`config.mk`:
```
export PLATFORM = sky130hd
export DESIGN_NAME = stereo_volume_downmix_flat
export DESIGN_NICKNAME = d
export VERILOG_FILES = /design/src/rtl/svd_pkg.sv /design/src/rtl/svd_if.sv /design/src/rtl/svd_gain.sv /design/src/rtl/svd_scale.sv /design/src/rtl/svd_mix.sv /design/src/rtl/stereo_volume_downmix.sv /design/src/flat_wrapper.sv
export SDC_FILE = /design/constraint.sdc
export NUM_CORES = 2
export LEC_CHECK = 0
export ABC_AREA = 1
export BUFFER_PORTS_ARGS = -buffer_cell sky130_fd_sc_hd__buf_2
export CAP_MARGIN = 0
export CORE_MARGIN = 2
export CORE_UTILIZATION = 30
export CTS_CLUSTER_SIZE = 20
export DETAILED_ROUTE_END_ITERATION = 7
export GPL_TIMING_DRIVEN = 1
export PLACE_DENSITY = 0.47
export SYNTH_ARGS = -nofsm -noshare
export SYNTH_HDL_FRONTEND = slang
export SYNTH_SLANG_ARGS = --single-unit
```
`constraint.sdc`:
```
create_clock -name clk -period 7.6 [get_ports clk]
set_input_delay 0 -clock clk [delete_from_list [all_inputs] [get_ports clk]]
set_output_delay 0 -clock clk [all_outputs]
set_load 0.01 [all_outputs]
```
`src/rtl/svd_pkg.sv`:
```
// Package for the stereo volume and downmix block: types, constants and gain lookup.
`timescale 1ns / 1ps
`default_nettype none

package svd_pkg;

    localparam int MAX_ATTEN_STEPS = 50;

    localparam int SAMPLE_W   = 16;
    localparam int GAIN_W     = 15;
    localparam int PROD_W     = 30;
    localparam int DB_W       = 17;
    localparam int CFG_IDX_W  = 3;
    localparam int CFG_DATA_W = 16;
    localparam int STEP_RAW_W = 7;
    localparam int STEP_W     = $clog2(MAX_ATTEN_STEPS + 1);

    localparam int GAIN_FULL  = 32767;
    localparam int STEP_COEF  = 29205;
    localparam int ROUND_HALF = 16384;
    localparam int DB_ONE     = 256;
    localparam int DB_HALF    = 128;
    localparam int CLAMP_DB   = 50;
    localparam int DB_SHIFT   = $clog2(DB_ONE);
    localparam int GAIN_SHIFT = 15;

    localparam logic signed [DB_W-1:0] DB_FLOOR = DB_W'(-(CLAMP_DB * DB_ONE));

    // Register indexes of the configuration port
    localparam logic [CFG_IDX_W-1:0] REG_MASTER_MUTE   = 3'd0;
    localparam logic [CFG_IDX_W-1:0] REG_LEFT_MUTE     = 3'd1;
    localparam logic [CFG_IDX_W-1:0] REG_RIGHT_MUTE    = 3'd2;
    localparam logic [CFG_IDX_W-1:0] REG_MASTER_VOLUME = 3'd3;
    localparam logic [CFG_IDX_W-1:0] REG_LEFT_VOLUME   = 3'd4;
    localparam logic [CFG_IDX_W-1:0] REG_RIGHT_VOLUME  = 3'd5;

    typedef logic [GAIN_W-1:0] gain_t;

    typedef struct packed {
        logic signed [SAMPLE_W-1:0] left_sample;
        logic signed [SAMPLE_W-1:0] right_sample;
    } in_item_t;

    typedef struct packed {
        logic signed [SAMPLE_W-1:0] mono_sample;
        logic        [SAMPLE_W-1:0] peak_magnitude;
    } out_item_t;

    typedef struct packed {
        gain_t left;
        gain_t right;
    } gain_pair_t;

    // Magnitude of sample times gain, with the sample's sign kept aside
    typedef struct packed {
        logic [PROD_W-1:0] left_mag;
        logic              left_neg;
        logic [PROD_W-1:0] right_mag;
        logic              right_neg;
    } prod_t;

    typedef gain_t gain_table_t [0:MAX_ATTEN_STEPS];

    function automatic gain_table_t build_gain_table();
        gain_table_t tbl;
        int          g;
        g = GAIN_FULL;
        for (int i = 0; i <= MAX_ATTEN_STEPS; i++)
        begin
            tbl[i] = GAIN_W'(g);
            g = (g * STEP_COEF + ROUND_HALF) >>> GAIN_SHIFT;
        end
        return tbl;
    endfunction

    localparam gain_table_t GAIN_TABLE = build_gain_table();

    // Gain of one channel from its mute and the summed volumes
    function automatic gain_t chan_gain(input logic mute,
                                        input logic signed [SAMPLE_W-1:0] master,
                                        input logic signed [SAMPLE_W-1:0] vol);
        logic signed [DB_W-1:0]  db;
        logic        [DB_W-1:0]  atten;
        logic        [DB_W-1:0]  rounded;
        logic [STEP_RAW_W-1:0]   steps;
        db = DB_W'(master) + DB_W'(vol);
        if (mute)
        begin
            return '0;
        end
        if (!db[DB_W-1])
        begin
            return GAIN_W'(GAIN_FULL);
        end
        if (db < DB_FLOOR)
        begin
            db = DB_FLOOR;
        end
        atten   = DB_W'(-db);
        rounded = atten + DB_W'(DB_HALF);
        steps   = STEP_RAW_W'(rounded >> DB_SHIFT);
        if (steps > STEP_RAW_W'(MAX_ATTEN_STEPS))
        begin
            steps = STEP_RAW_W'(MAX_ATTEN_STEPS);
        end
        return GAIN_TABLE[steps[STEP_W-1:0]];
    endfunction

    // Divide a product magnitude by 32767, truncating
    function automatic logic [SAMPLE_W-1:0] div_full(input logic [PROD_W-1:0] x);
        logic [GAIN_W-1:0]   q1;
        logic [SAMPLE_W-1:0] r;
        logic [SAMPLE_W-1:0] q;
        q1 = x[PROD_W-1:GAIN_SHIFT];
        r  = SAMPLE_W'(x[GAIN_SHIFT-1:0]) + SAMPLE_W'(q1);
        q  = SAMPLE_W'(q1);
        if (r >= SAMPLE_W'(2 * GAIN_FULL))
        begin
            q = q + SAMPLE_W'(2);
        end
        else if (r >= SAMPLE_W'(GAIN_FULL))
        begin
            q = q + SAMPLE_W'(1);
        end
        return q;
    endfunction

endpackage

`default_nettype wire

```
`src/rtl/svd_if.sv`:
```
// Handshake channels of the block: input frames and output results.
`timescale 1ns / 1ps
`default_nettype none

interface svd_in_if import svd_pkg::*; ();
    logic     valid;
    logic     ready;
    in_item_t item;

    modport source (output valid, output item, input ready);
    modport sink (input valid, input item, output ready);
endinterface

interface svd_out_if import svd_pkg::*; ();
    logic      valid;
    logic      ready;
    out_item_t item;

    modport source (output valid, output item, input ready);
    modport sink (input valid, input item, output ready);
endinterface

`default_nettype wire

```
`src/rtl/svd_gain.sv`:
```
// Configuration registers and registered per-channel gains.
`timescale 1ns / 1ps
`default_nettype none

module svd_gain import svd_pkg::*;
(
    input  logic                  clk,
    input  logic                  rst_n,
    input  logic                  cfg_we,
    input  logic [CFG_IDX_W-1:0]  cfg_index,
    input  logic [CFG_DATA_W-1:0] cfg_data,
    output gain_pair_t            gain
);

    logic                       master_mute_reg;
    logic                       left_mute_reg;
    logic                       right_mute_reg;
    logic signed [SAMPLE_W-1:0] master_volume_reg;
    logic signed [SAMPLE_W-1:0] left_volume_reg;
    logic signed [SAMPLE_W-1:0] right_volume_reg;
    gain_pair_t                 gain_reg;
    gain_pair_t                 gain_next;

    always_ff @(posedge clk or negedge rst_n)
    begin
        if (!rst_n)
        begin
            master_mute_reg   <= 1'b0;
            left_mute_reg     <= 1'b0;
            right_mute_reg    <= 1'b0;
            master_volume_reg <= '0;
            left_volume_reg   <= '0;
            right_volume_reg  <= '0;
        end
        else if (cfg_we)
        begin
            case (cfg_index)
                REG_MASTER_MUTE:   master_mute_reg   <= cfg_data[0];
                REG_LEFT_MUTE:     left_mute_reg     <= cfg_data[0];
                REG_RIGHT_MUTE:    right_mute_reg    <= cfg_data[0];
                REG_MASTER_VOLUME: master_volume_reg <= cfg_data[SAMPLE_W-1:0];
                REG_LEFT_VOLUME:   left_volume_reg   <= cfg_data[SAMPLE_W-1:0];
                REG_RIGHT_VOLUME:  right_volume_reg  <= cfg_data[SAMPLE_W-1:0];
                default:           ;
            endcase
        end
    end

    always_comb
    begin
        gain_next.left  = chan_gain(master_mute_reg | left_mute_reg,
                                    master_volume_reg, left_volume_reg);
        gain_next.right = chan_gain(master_mute_reg | right_mute_reg,
                                    master_volume_reg, right_volume_reg);
    end

    // Recompute every cycle; a write settles here in time for any item accepted after it
    always_ff @(posedge clk or negedge rst_n)
    begin
        if (!rst_n)
        begin
            gain_reg.left  <= GAIN_W'(GAIN_FULL);
            gain_reg.right <= GAIN_W'(GAIN_FULL);
        end
        else
        begin
            gain_reg <= gain_next;
        end
    end

    assign gain = gain_reg;

endmodule

`default_nettype wire

```
`src/rtl/svd_scale.sv`:
```
// Input register and per-channel gain multipliers.
`timescale 1ns / 1ps
`default_nettype none

module svd_scale import svd_pkg::*;
(
    input  logic       clk,
    input  logic       rst_n,
    svd_in_if.sink     in_ch,
    input  gain_pair_t gain,
    output logic       prod_valid,
    input  logic       prod_ready,
    output prod_t      prod
);

    logic                s1_valid_reg;
    in_item_t            s1_item_reg;
    logic                s2_valid_reg;
    prod_t               s2_prod_reg;
    prod_t               s2_prod_next;
    logic                s1_ready;
    logic                s2_ready;
    logic [SAMPLE_W-1:0] left_abs;
    logic [SAMPLE_W-1:0] right_abs;
    logic [PROD_W:0]     left_full;
    logic [PROD_W:0]     right_full;

    assign s2_ready    = !s2_valid_reg || prod_ready;
    assign s1_ready    = !s1_valid_reg || s2_ready;
    assign in_ch.ready = s1_ready;

    always_comb
    begin
        left_abs  = s1_item_reg.left_sample[SAMPLE_W-1]
                  ? SAMPLE_W'(-s1_item_reg.left_sample) : s1_item_reg.left_sample;
        right_abs = s1_item_reg.right_sample[SAMPLE_W-1]
                  ? SAMPLE_W'(-s1_item_reg.right_sample) : s1_item_reg.right_sample;
        left_full  = (PROD_W + 1)'(left_abs) * (PROD_W + 1)'(gain.left);
        right_full = (PROD_W + 1)'(right_abs) * (PROD_W + 1)'(gain.right);
        s2_prod_next.left_mag  = left_full[PROD_W-1:0];
        s2_prod_next.left_neg  = s1_item_reg.left_sample[SAMPLE_W-1];
        s2_prod_next.right_mag = right_full[PROD_W-1:0];
        s2_prod_next.right_neg = s1_item_reg.right_sample[SAMPLE_W-1];
    end

    always_ff @(posedge clk or negedge rst_n)
    begin
        if (!rst_n)
        begin
            s1_valid_reg <= 1'b0;
            s2_valid_reg <= 1'b0;
        end
        else
        begin
            if (s1_ready)
            begin
                s1_valid_reg <= in_ch.valid;
            end
            if (s2_ready)
            begin
                s2_valid_reg <= s1_valid_reg;
            end
        end
    end

    always_ff @(posedge clk)
    begin
        if (in_ch.valid && s1_ready)
        begin
            s1_item_reg <= in_ch.item;
        end
        if (s1_valid_reg && s2_ready)
        begin
            s2_prod_reg <= s2_prod_next;
        end
    end

    assign prod_valid = s2_valid_reg;
    assign prod       = s2_prod_reg;

endmodule

`default_nettype wire

```
`src/rtl/svd_mix.sv`:
```
// Division by full gain, downmix, peak tracking and output register.
`timescale 1ns / 1ps
`default_nettype none

module svd_mix import svd_pkg::*;
(
    input  logic      clk,
    input  logic      rst_n,
    input  logic      prod_valid,
    output logic      prod_ready,
    input  prod_t     prod,
    svd_out_if.source out_ch
);

    logic                       out_valid_reg;
    logic signed [SAMPLE_W-1:0] mono_reg;
    logic        [SAMPLE_W-1:0] peak_reg;
    logic signed [SAMPLE_W-1:0] mono_next;
    logic        [SAMPLE_W-1:0] peak_next;
    logic        [SAMPLE_W-1:0] left_q;
    logic        [SAMPLE_W-1:0] right_q;
    logic signed [SAMPLE_W:0]   left_s;
    logic signed [SAMPLE_W:0]   right_s;
    logic signed [SAMPLE_W+1:0] sum;
    logic signed [SAMPLE_W+1:0] halved;
    logic        [SAMPLE_W-1:0] mag;
    logic                       load;

    assign prod_ready = !out_valid_reg || out_ch.ready;
    assign load       = prod_valid && prod_ready;

    always_comb
    begin
        left_q  = div_full(prod.left_mag);
        right_q = div_full(prod.right_mag);
        left_s  = prod.left_neg  ? -(SAMPLE_W + 1)'(left_q)  : (SAMPLE_W + 1)'(left_q);
        right_s = prod.right_neg ? -(SAMPLE_W + 1)'(right_q) : (SAMPLE_W + 1)'(right_q);
        sum     = (SAMPLE_W + 2)'(left_s) + (SAMPLE_W + 2)'(right_s);
        // Bias negative sums so the shift rounds toward zero
        halved    = (sum + (SAMPLE_W + 2)'(sum[SAMPLE_W+1])) >>> 1;
        mono_next = halved[SAMPLE_W-1:0];
        mag       = mono_next[SAMPLE_W-1] ? SAMPLE_W'(-mono_next) : mono_next;
        peak_next = (mag > peak_reg) ? mag : peak_reg;
    end

    always_ff @(posedge clk or negedge rst_n)
    begin
        if (!rst_n)
        begin
            out_valid_reg <= 1'b0;
            peak_reg      <= '0;
        end
        else
        begin
            if (prod_ready)
            begin
                out_valid_reg <= prod_valid;
            end
            if (load)
            begin
                peak_reg <= peak_next;
            end
        end
    end

    always_ff @(posedge clk)
    begin
        if (load)
        begin
            mono_reg <= mono_next;
        end
    end

    assign out_ch.valid               = out_valid_reg;
    assign out_ch.item.mono_sample    = mono_reg;
    assign out_ch.item.peak_magnitude = peak_reg;

endmodule

`default_nettype wire

```
`src/rtl/stereo_volume_downmix.sv`:
```
// Top level of the stereo volume control and mono downmix block.
// Each stereo item is scaled per channel by a gain set from the mute and
// volume registers (dB in signed 8.8, steps of about 1 dB down to -50 dB),
// summed, halved toward zero, and returned as one mono sample with the
// running peak magnitude since reset. One item is accepted every cycle
// unless the output stalls. Each item passes through the input register,
// the multiplier register and the output register, in that order.
// Gains are recomputed from the registers each cycle, so a register write
// takes effect for any item accepted after it. Write registers only while no
// item is in flight.
`timescale 1ns / 1ps
`default_nettype none

module stereo_volume_downmix import svd_pkg::*;
(
    input  logic                  clk,
    input  logic                  rst_n,
    input  logic                  cfg_we,
    input  logic [CFG_IDX_W-1:0]  cfg_index,
    input  logic [CFG_DATA_W-1:0] cfg_data,
    svd_in_if.sink                in_ch,
    svd_out_if.source             out_ch
);

    gain_pair_t gain;
    logic       prod_valid;
    logic       prod_ready;
    prod_t      prod;

    svd_gain u_gain
    (
        .clk       (clk),
        .rst_n     (rst_n),
        .cfg_we    (cfg_we),
        .cfg_index (cfg_index),
        .cfg_data  (cfg_data),
        .gain      (gain)
    );

    svd_scale u_scale
    (
        .clk        (clk),
        .rst_n      (rst_n),
        .in_ch      (in_ch),
        .gain       (gain),
        .prod_valid (prod_valid),
        .prod_ready (prod_ready),
        .prod       (prod)
    );

    svd_mix u_mix
    (
        .clk        (clk),
        .rst_n      (rst_n),
        .prod_valid (prod_valid),
        .prod_ready (prod_ready),
        .prod       (prod),
        .out_ch     (out_ch)
    );

endmodule

`default_nettype wire
```
`src/flat_wrapper.sv`:
```
// flat-port wrapper written by rule: the top's interface ports become plain ports
module stereo_volume_downmix_flat import svd_pkg::*;
  (clk, rst_n, cfg_we, cfg_index, cfg_data, in_ch_valid, in_ch_item, in_ch_ready, out_ch_valid, out_ch_item, out_ch_ready);
  svd_in_if in_ch_i ();
  svd_out_if out_ch_i ();
  input  logic clk;
  input  logic rst_n;
  input  logic cfg_we;
  input  logic [CFG_IDX_W-1:0] cfg_index;
  input  logic [CFG_DATA_W-1:0] cfg_data;
  input wire logic [$bits(in_ch_i.valid)-1:0] in_ch_valid;
  input wire logic [$bits(in_ch_i.item)-1:0] in_ch_item;
  output wire logic [$bits(in_ch_i.ready)-1:0] in_ch_ready;
  output wire logic [$bits(out_ch_i.valid)-1:0] out_ch_valid;
  output wire logic [$bits(out_ch_i.item)-1:0] out_ch_item;
  input wire logic [$bits(out_ch_i.ready)-1:0] out_ch_ready;
  assign in_ch_i.valid = in_ch_valid;
  assign in_ch_i.item = in_ch_item;
  assign in_ch_ready = in_ch_i.ready;
  assign out_ch_valid = out_ch_i.valid;
  assign out_ch_item = out_ch_i.item;
  assign out_ch_i.ready = out_ch_ready;
  stereo_volume_downmix u_core (.clk(clk), .rst_n(rst_n), .cfg_we(cfg_we), .cfg_index(cfg_index), .cfg_data(cfg_data), .in_ch(in_ch_i), .out_ch(out_ch_i));
endmodule
```
* Yosys cells after proc, flatten, opt, wreduce, memory -nomap -nowiden *
Memory sizes are Yosys's and may differ from the RTL's.
Index checks and enable logic that the tools add are counted.
Widths: inputs -> output; s select.

word-level totals
  register bits = 210
  bits in read-only memories = 1,920
  input bits = 56
  output and inout port bits = 34
  logic and storage cells = 118
  memories kept = 2

cells by class
  add/sub/neg operators = 19
  multipliers = 2
  $lt $le $gt $ge = 11
  equal/unequal tests = 5
  multiplexer cells = 39
  bitwise logic cells = 4
  reduce and logical (&&, ||, !) cells = 17

memories
  memory            depth  width  read ports  clocked after memory_dff  wr ports  line            RTL
  (name not given)  64     15     1           0                         0         svd_pkg.sv:106  return GAIN_TABLE[steps[STEP_W-1:0]];
  (name not given)  64     15     1           0                         0         svd_pkg.sv:106

operator list
  kind                   count
  $mux 15                18
  $mux 16                7
  $mul 16x15->30         2
  $neg 16->16            3
  $mux 6                 6
  $add 16x16->17         2
  $lt 17x15->1 const B   2
  $mux 17                2
  $neg 16->17            2
  $add 15x1->16 const B  2
  $add 15x15->16         2
  $add 15x2->16 const B  2
  $ge 16x15->1 const B   2
  $ge 16x16->1 const B   2
  $add 15x8->15 const B  2
  $neg 15->15            2
  $add 17x17->18         1
  $add 17x1->17          1
  $gt 16x16->1           1
  $ge 7x7->1 const B     2
  $gt 7x6->1 const B     2
  $not 6->7              2
  $reduce_and 2->1       7
  $eq 3x2->1 const B     2
  other kinds (8)        21

* Longest topological paths before layout *
  depth after elaboration = 17
  gate-level depth with buffers = 66
  depth with buffers taken out = 65

* Cells and area by module *
From an unflattened synthesis, not the netlist that was laid out.

unflattened totals
  cells, all modules = 5,396
  area total of the unflattened synthesis = 37,188.2 um^2

by module, submodules not included
  module     instances  cells each  area each (um^2)
  svd_scale  1          2,522       20,317.0
  svd_mix    1          1,592       8,687.1
  svd_gain   1          1,282       8,184.1

* Worst setup path before layout *
Ideal clock, no wire load.

  kind = register to register
  from = register u_core.u_scale.s2_prod_reg, in the netlist u_core.u_scale.prod[47]
  to = register u_core.u_mix.peak_reg[0]
  library setup time = 0.133 ns
  arrival time = 8.100 ns
  path slack = -0.633 ns
  cell stages (with the launch flop) = 62
  buffers on the path = 3
  clock period less this slack = 8.233 ns
  path through = edfxtp_1 > ha_1 > inv_1 > fa_1 > inv_1 > nand3_1 > nand3_1 > nand2_1 > nand2_1 > a21oi_1 > o21ai_0 > xnor2_1 > nor3_1 > nand3_2 > nand2_1 > buf_4 > nand2_1 > nand3_1 > [... 26 more ...] > nand3_1 > or2_2 > nand2_1 > inv_1 > clkbuf_1 > nand2_1 > xor2_1 > inv_1 > ha_1 > nand2_1 > nor2_1 > a211oi_1 > o221ai_1 > nand2_1 > o211ai_1 > nand3_1 > clkbuf_1 > o21ai_0

between the ends
  elaborated cells on any way between the ends = 15

RTL lines
  element                              line             RTL
  start: declaration                   svd_scale.sv:19  prod_t s2_prod_reg;
  start signal: assignment             svd_scale.sv:74  s2_prod_reg <= s2_prod_next;
  $add 15x15->16                       svd_pkg.sv:115   r = SAMPLE_W'(x[GAIN_SHIFT-1:0]) + SAMPLE_W'(q1);
  $ge 16x15->1                         svd_pkg.sv:121   else if (r >= SAMPLE_W'(GAIN_FULL))
  $mux 16                              svd_pkg.sv:121
  $mux 16 *                            svd_pkg.sv:117   if (r >= SAMPLE_W'(2 * GAIN_FULL))
  $neg 16->17                          svd_mix.sv:36    left_s = prod.left_neg ? -(SAMPLE_W + 1)'(left_q) : (SAMPLE_W + 1)'(left_q);
  $mux 17 *                            svd_mix.sv:36
  $add 17x17->18 *                     svd_mix.sv:38    sum = (SAMPLE_W + 2)'(left_s) + (SAMPLE_W + 2)'(right_s);
  $add 17x1->17 *                      svd_mix.sv:40    halved = (sum + (SAMPLE_W + 2)'(sum[SAMPLE_W+1])) >>> 1;
  named net u_core.u_mix.halved[15]    svd_mix.sv:25    logic signed [SAMPLE_W+1:0] halved;
  $mux 16 *                            svd_mix.sv:42    mag = mono_next[SAMPLE_W-1] ? SAMPLE_W'(-mono_next) : mono_next;
  named net u_core.u_mix.mag[3]        svd_mix.sv:26    logic [SAMPLE_W-1:0] mag;
  $gt 16x16->1 *                       svd_mix.sv:43    peak_next = (mag > peak_reg) ? mag : peak_reg;
  $reduce_and 2->1 (no source line) *  n/a
  end signal: assignment               svd_mix.sv:61    peak_reg <= peak_next;
  end: declaration                     svd_mix.sv:17    logic [SAMPLE_W-1:0] peak_reg;

Mark *: on every way through the listed nets, which the timed path passes. The rest lies on a longest branch.
A chain may end at the register's enable or synchronous reset.

* Final worst setup path *
  from = register u_core.u_scale.s2_prod_reg, in the netlist u_core.u_scale.prod[55]
  to = register u_core.u_mix.peak_reg[12]

between the ends
  cells in the longest elaborated chain, start to end = 12
  elaborated cells on any way between the ends = 15

RTL lines
  element                            line
  $add 15x15->16                     svd_pkg.sv:115
  $ge 16x15->1                       svd_pkg.sv:121
  $mux 16                            svd_pkg.sv:121
  $mux 16 *                          svd_pkg.sv:117
  $neg 16->17                        svd_mix.sv:36
  $mux 17 *                          svd_mix.sv:36
  $add 17x17->18 *                   svd_mix.sv:38
  $add 17x1->17 *                    svd_mix.sv:40
  named net u_core.u_mix.halved[4]   svd_mix.sv:25
  $neg 16->16 *                      svd_mix.sv:42
  $mux 16 *                          svd_mix.sv:42
  named net u_core.u_mix.mag[12]     svd_mix.sv:26
  $gt 16x16->1                       svd_mix.sv:43
  $reduce_and 2->1 (no source line)  n/a

Marked as above.

==> flow_summary.toml <==
[status]
run_status = "complete, but fails checks"
violations = "negative setup slack"

[synth]
synth_common_cells = "nand2_1, inv_1, nor2_1, fa_1, ha_1"
synth.area.top_cells = "fa_1, nand2_1, ha_1, edfxtp_1, inv_1"
syn_area_per_cell_sq_um = 7.45
synth-seq-cells = 210
netlist_instances = 4421
yosys.area_share.simple_pct = 25.5
synth_fa_ha_area_share_pct = 33.6
synthFlopType = "edfxtp_1"
synthMuxAreaShare_pct = 0
synth_top_cell_area_share_pct = 22.1
synthArstFlopShare_pct = 47.6
synth_compound_area_share_pct = 7.37
yosysUniqueCellTypes = 61
yosys.area.top_type = "fa_1"
synth_most_common_cell = "nand2_1"
synth_top_family_by_area = "adder cells"
yosys_warnings = 0
ys_seq_area_share_pct = 17.7
synth-xor-area-share_pct = 4.97
synth_nets = 5143
synth_edf_count = 110
syn_area_sq_um = 33000

[worst_setup_path]
crit_type = "flop to flop"
worstPathMaxFanout = 7
critPathMaxStageDelay_ps = 450
end_kind = "flop"
cp_slowest_cell = "edfxtp_1"
worstPathArrival_ps = 8370
critPathLaunchType = "flop"
cp.required_ps = 8060

[timing]
finClkSkew_ps = 48.6
finalSetupTns_ps = -4640
rsz0062_at_grt = "true"
hold_violations = 0
slew_violations = 0
fmax_ghz = 0.126
setup_viol = 16
worstMarginPinSlew_ps = 1080
setup_slack_ps = -310
fin_crit_sh_pct = 104
maxSlewHeadroom_pct = 27.8
fin_crit_ps = 7910

[run]
drv_cap = 0

[layout]
layout.nets = 5672
largest_reg_flops = 62
synthToLayoutAreaGrowth_pct = 24.9
final_layout_size_suffix_gt1_share_pct = 19.4

[global_routing]
antenna_found_initial = 2
overflow = 0
grt_pass1_wl_mm = 161
grt_usage_pct = 17.8
first_global_vias = 30500
grt_max_degree = 63

[routing]
remaining_drc_errors = 0
avgRoutedWirePerCell_um = 15.6
viasPerCell = 4.66
antenna_left = 0
vias = 29800
routed_wl_mm = 99.7
dr.pass1.iters = 7
drtIter0Drc = 1714

[clocking]
htree_levels = 1
cts.sinks = 210
numCtsBuffers = 28
max-clock-path-buffers = 3
clk_root_buffer_cell = "clkbuf_16"
clk_latency_ps = 610
path_clk_slew_ps = 60
cts_tree = "built"

[floorplanning]
rows = 121
design.core.area_sq_um = 109000
die-area_sq_um = 113000
initial_core_util_pct = 30.3
die_h_um = 335
ios = 90
die_w_um = 335

[placement]
place_congestion = 0.873
portBuffers = 89
dp_hpwl_mm = 81.2

[worst_hold_path]
holdCritPathClass = "input pin to flop"
[cell type report]
type                            instances  area [sq um]
Timing Repair Buffer                  605          4600
Fill cell                           11400         67700
Timing Repair inverter                  2          16.3
Inverter                              816          3080
Sequential cell                       210          5840
Multi-Input combinational cell       3287         24900
Tap cell                             1414          1770
Antenna cell                            1          2.50
Clock buffer                           35           751
Clock inverter                         17           204
[timing repair]
item,in CTS,in global routing
buffers inserted,27,32
hold endpoints to repair,144,0
pin swaps,44,107
cloned,3,0
endpoints found under the setup margin,24,32
hold buffers,62,0
resized for setup,109,215
[worst max-delay path: cells and delay by family, from the launching register on]
kind | cells | cell delay, ps
simple gates | 30 | 3160
compound gates | 10 | 1240
xor+xnor | 3 | 470
flops | 1 | 450
buf+inv | 13 | 1510
fa+ha+maj | 4 | 950
[placed cells by master (no fill, tap or decap), types with 18 or more instances in the layout]
cell           count
nand2_1         1097
inv_1            773
buf_4            435
nor2_1           365
fa_1             360
ha_1             269
nand3_1          239
a21oi_1          159
xor2_1           119
o21ai_0          118
edfxtp_1         110
buf_2             88
dfrtp_1           70
dlygate4sd3_1     62
xnor2_1           52
nand2_2           51
o21ai_1           49
nand4_1           39
inv_2             34
a21oi_2           33
ha_4              31
dfstp_2           30
nand3_2           29
clkbuf_16         28
nor2_2            22
o21ai_2           21
nor3_1            21
nor3_2            21
or2_2             20
nand3b_1          18
[kinds of logic (layout without fill, tap and decap cells)]
| group | Yosys count | in the layout |
|---|---|---|
| AND/OR/NAND/NOR | 1984 | 1984 |
| flip-flops | 210 | 210 |
| other | 0 | 1 |
| buffers and inverters | 924 | 1475 |
| XOR/XNOR | 187 | 187 |
| adder cells (fa/ha/maj) | 666 | 666 |
| AO/OA/AOI/OAI | 450 | 450 |
[final timing paths]
check | start | endpoint | slack (ps) | cells past startpoint
max in group asynchronous | rst_n | u_core.u_gain.gain[26]$_DFF_PN1_ | 6440 | 3
worst max-delay path | u_core.u_scale.prod[55]$_DFFE_PP_ | u_core.u_mix.peak_reg[12]$_DFFE_PN0P_ | -310 | 60
worst min-delay path | in_ch_item[24] | u_core.u_scale.s1_item_reg[24]$_DFFE_PP_ | 90 | 2
worst max register to register | u_core.u_scale.prod[55]$_DFFE_PP_ | u_core.u_mix.peak_reg[12]$_DFFE_PN0P_ | -310 | 60
worst min register to register | u_core.u_scale.prod_valid$_DFFE_PN0P_ | u_core.u_mix.out_ch.valid$_DFFE_PN0P_ | 470 | 2
min in group asynchronous | rst_n | u_core.u_scale.s1_valid_reg$_DFFE_PN0N_ | 100 | 2
[metrics by stage]
step | utilization, % | setup WS [ps] | std cells | hold slack (ps) | cell area (sq um)
3_5_place_dp | 34.8 | -704 | 6210 | 178 | 37800
6_report | 37.8 | -310 | 6387 | 94.1 | 41200
3_3_place_gp | 34.8 | -522 | 6210 | 178 | 37800
4_1_cts | 36.7 | -462 | 6354 | 38.5 | 40000
5_1_grt | 37.8 | -964 | 6386 | 91.4 | 41200
2_1_floorplan | - | 9.04 | 4421 | -296 | 33200
[metal layers]
layer	share of wire, %	global-route usage, %	vias up
met5	0	0	-
met4	2.1	3.59	0
met3	4.0	1.79	116
met2	46	30.2	598
met1	47	24.5	14200
li1	-	-	14900
Power is left out: the tool's default activity adds up to more than one toggle a clock period on the data nets, which glitch-free logic cannot reach.
